--- src/hw/rtl/rms_pkg.sv ---
// Shared types and constants for the run merge sorter.
`default_nettype none

package rms_pkg;

  localparam int unsigned VALUE_W          = 32;
  localparam int unsigned MAX_ELEMENTS_DEF = 64;

  // Value slot held by one cell of the sorting chain.
  typedef struct packed {
    logic                       valid;
    logic signed [VALUE_W-1:0]  value;
  } rms_slot_t;

  // Chain-wide command, same for every cell in a cycle.
  typedef struct packed {
    logic insert;     // place new value in order
    logic shift_out;  // move everything one cell toward the head
  } rms_ctrl_t;

endpackage

`default_nettype wire

--- src/hw/rtl/rms_cell.sv ---
// One cell of the sorting chain: holds one value, inserts or shifts.
`default_nettype none

module rms_cell
  import rms_pkg::*;
(
  input  logic                      clk_i,
  input  logic                      rst_ni,
  input  rms_ctrl_t                 ctrl_i,
  input  logic signed [VALUE_W-1:0] new_value_i,
  input  rms_slot_t                 prev_slot_i,   // neighbor toward the head
  input  logic                      prev_keep_i,   // neighbor keeps its slot
  input  rms_slot_t                 next_slot_i,   // neighbor toward the tail
  output rms_slot_t                 slot_o,
  output logic                      keep_o
);

  logic                      valid_q, valid_d;
  logic signed [VALUE_W-1:0] value_q, value_d;

  // Slot stays in place when it is valid and not larger than the new value.
  assign keep_o = valid_q && (value_q <= new_value_i);

  always_comb begin
    valid_d = valid_q;
    value_d = value_q;
    if (ctrl_i.shift_out) begin
      valid_d = next_slot_i.valid;
      value_d = next_slot_i.value;
    end else if (ctrl_i.insert && !keep_o) begin
      if (prev_keep_i) begin
        valid_d = 1'b1;
        value_d = new_value_i;
      end else begin
        valid_d = prev_slot_i.valid;
        value_d = prev_slot_i.value;
      end
    end
  end

  always_ff @(posedge clk_i or negedge rst_ni) begin
    if (!rst_ni) begin
      valid_q <= 1'b0;
    end else begin
      valid_q <= valid_d;
    end
  end

  always_ff @(posedge clk_i) begin
    value_q <= value_d;
  end

  assign slot_o = '{valid: valid_q, value: value_q};

endmodule

`default_nettype wire

--- config.mk ---
export PLATFORM = sky130hd
export DESIGN_NAME = rms_cell
export DESIGN_NICKNAME = d
export VERILOG_FILES = /design/src/hw/rtl/rms_pkg.sv /design/src/hw/rtl/rms_cell.sv
export SDC_FILE = /design/constraint.sdc
export NUM_CORES = 1
export LEC_CHECK = 0
export BUFFER_PORTS_ARGS = -buffer_cell sky130_fd_sc_hd__buf_2
export CAP_MARGIN = 20
export CORE_MARGIN = 2
export CORE_UTILIZATION = 34
export CTS_CLUSTER_DIAMETER = 50
export DETAILED_ROUTE_END_ITERATION = 12
export PLACE_DENSITY = 0.63
export SETUP_SLACK_MARGIN = 0.15
export SYNTH_ARGS = -nofsm -noshare
export SYNTH_HDL_FRONTEND = slang
export SYNTH_SLANG_ARGS = --single-unit
--- constraint.sdc ---
create_clock -name clk_i -period 4 [get_ports clk_i]
set_input_delay 0.4 -clock clk_i [delete_from_list [all_inputs] [get_ports clk_i]]
set_output_delay 0.4 -clock clk_i [all_outputs]
set_load 0.01 [all_outputs]
==> out/metrics.yaml <==
logic_synthesis:
  synthesis.area_um2: 2530
  synthCells: 267
  synth_seq_area_share: 0.389
  ys.flop_type: "edfxtp_1"
  synth_top_area_share: 0.379
  synth_top_family_by_area: "adder cells"
  synth.avg_cell_area_um2: 9.49
  yosysTopAreaCell: "edfxtp_1"
  synth_compound_area_frac: 0.142
  synth_area_leaders: "edfxtp_1, ha_1, mux2i_1"
  yosys_warnings: 0
  synth.ff_latch_count: 33
  synth_fa_ha_area_frac: 0.158
  synth-simple-area-share: 0.111
  synth_xor_xnor_area_share: 0
  synth-edff-count: 32
  synthArstFlopShare: 0.0303
  syn-num-nets: 402
  muxShareOfSynthArea: 0.126
  synth.distinct_cells: 32
drt:
  antenna_left: 0
  drtIter0Drc: 59
  wl_per_cell_um: 13.0
  route.detailed.drc: 0
  via_count: 2336
  viasPerCell: 4.66
  dr.pass1.iters: 4
  wl_mm: 6.53
global_route:
  grt_max_degree: 69
  grt_use_total: 0.162
  antenna_found_initial: 0
  grt_overflow: 0
  grt_pass1_wl_mm: 10.8
  grt_pass1_vias: 2373
clocking:
  cts_max_level: 2
  path_clk_slew_ps: 70
  cts_buffers: 5
  post_cts_buffers: 0
  clock_sinks: 33
  cts_tree: "done"
  insertion_delay_ps: 280
  clockBufferDepth: 2
  root_buffer: "clkbuf_8"
pwr:
  p_leak_nw: 1.79
  p_sw_frac: 0.314
  internal_power_mw: 0.709
  powerDensity_nw_per_um2: 303
  seq_power_share: 0.450
  ir_worst_vdd_mv: 0.117
  p_clk_frac: 0.232
  power.share.combinational: 0.319
  p_sw_mw: 0.325
sta:
  layout_worst_path_cycle_share: 0.721
  rsz0062_at_grt: "no"
  period_needed_ps: 2890
  finClkSkew_ps: 6.97
  setup_viol: 0
  max_slew_margin: 0.307
  hold_viol_final: 0
  slew_viol_final: 0
  tightest_slew_ps: 1040
  fmax_mhz: 347
  setup_ws_ps: 1110
  fin_tns_setup_ps: 0
die:
  dieWidth_um: 90.3
  coreArea_um2: 7250
  die_h_um: 90.3
  start_util: 0.349
  num_rows: 31
  io_pins: 137
  die_area_um2: 8160
place:
  port_buffers: 136
  gp_congestion: 0.761
  hpwl_mm: 5.30
  dp_slack_ps: 951
worst_setup_path:
  r2r_cells: 7
  worstSetupEndpointType: "primary output"
  start_kind: "flip-flop"
  required_ps: 3600
  crit_path_max_fanout: 3
  cp.arrival_ps: 2490
  crit_type: "reg -> out"
hold_path:
  hold_path.class: "in -> reg"
  min_path_cells: 3
finish:
  drive_above_1_share: 0.376
  regArea_um2: 986
  area_growth_syn_to_layout_pct: 34.5
  multi_input_area_um2: 1370
  final_nets: 536
  antennaDiodeCount: 0
  fillers: 728
status:
  status: "finished, final reports clean"
job:
  max-cap-violations: 0
==> sequential cells by signal, summed over array words and instances, names as in the netlist <==
name and count:
value_q 32, valid_q 1
==> cells by family (layout without fill, tap and decap cells) <==
family | Yosys count | count (layout)
AOI/OAI and AO/OA | 62 | 62
and+or+nand+nor | 60 | 60
buffers and inverters | 48 | 183
DFF | 33 | 33
adders and majority gates | 32 | 32
muxes | 32 | 32
==> layout by cell type, fill, tap and decap left out, types with 2 or more instances in the layout <==
cell type  netlist  layout
edfxtp_1        32      32
o21ai_0         35      35
inv_1           36      36
nand2_1         37      37
nor3_1           2       2
a21o_1           3       3
mux2i_1         32      32
nand4_1          8       8
buf_2            3     136
a21oi_1         14      14
clkbuf_8         0       5
nand3_1          3       3
buf_4            1       2
nor2_1           4       4
ha_1            32      32
clkinv_2         0       2
==> worst paths after layout <==
path | from | to | slack, ps
min in group asynchronous | rst_ni | valid_q | 430
worst max register to register | value_q[31] | value_q[14] | 1150
worst max-delay path | value_q[21] | keep_o | 1110
max in group asynchronous | rst_ni | valid_q | 3490
worst min register to register | valid_q | valid_q | 780
worst min-delay path | next_slot_i[29] | value_q[29] | 400
==> area by class of cell <==
cell class                      count  area share
Clock inverter                      2     0.00294
Multi-Input combinational cell    186       0.403
Inverter                           36      0.0397
Clock buffer                        6      0.0213
Sequential cell                    33       0.289
Tap cell                           99      0.0364
Timing Repair Buffer              139       0.207
==> per-layer routing <==
layer	GRT usage	routed length, um
met5	0	0
met4	0.0872	236
met3	0.0292	332
met2	0.258	2910
met1	0.209	3050
==> Yosys cell counts, types with 3 or more instances <==
master and n:
nand2_1 37, inv_1 36, o21ai_0 35, edfxtp_1 32, ha_1 32, mux2i_1 32
a21oi_1 14, clkbuf_1 8, nand4_1 8, nor2_1 4, a21o_1 3, buf_2 3
nand3_1 3
==> stage by stage <==
stage | cell area [um^2] | total power, mW | hold slack [ps] | utilization | instances
floorplan | 2540 | 0.655 | 104 | - | 267
global placement | 3310 | 0.795 | 176 | 0.457 | 492
detailed placement | 3310 | 0.803 | 176 | 0.457 | 492
CTS | 3410 | 1.05 | 393 | 0.470 | 501
global route | 3410 | 1.11 | 403 | 0.470 | 501
finish | 3410 | 1.03 | 399 | 0.470 | 501
==> power groups by stage <==
stage | clock network [mW] | registers, mW | logic, mW
after floorplan | 0 | 0.491 | 0.164
after global placement | 0 | 0.469 | 0.325
after detailed placement | 0 | 0.472 | 0.331
after CTS | 0.247 | 0.465 | 0.334
after global routing | 0.259 | 0.471 | 0.376
final | 0.239 | 0.465 | 0.330
==> worst max-delay path, cell delays in order, from the launching register on <==
cell,delay [ps]
edfxtp_1,400
ha_1,310
a21oi_1,170
o21ai_0,120
a221oi_1,460
nand4b_1,170
nor3_2,270
o21a_1,170
buf_2,130
==> timing repair <==
item / in CTS / in global routing
resized for setup: 0 / 0
hold buffers: 1 / 0
endpoints found under the hold margin: 1 / 0
Power figures use the tool's default switching activity.
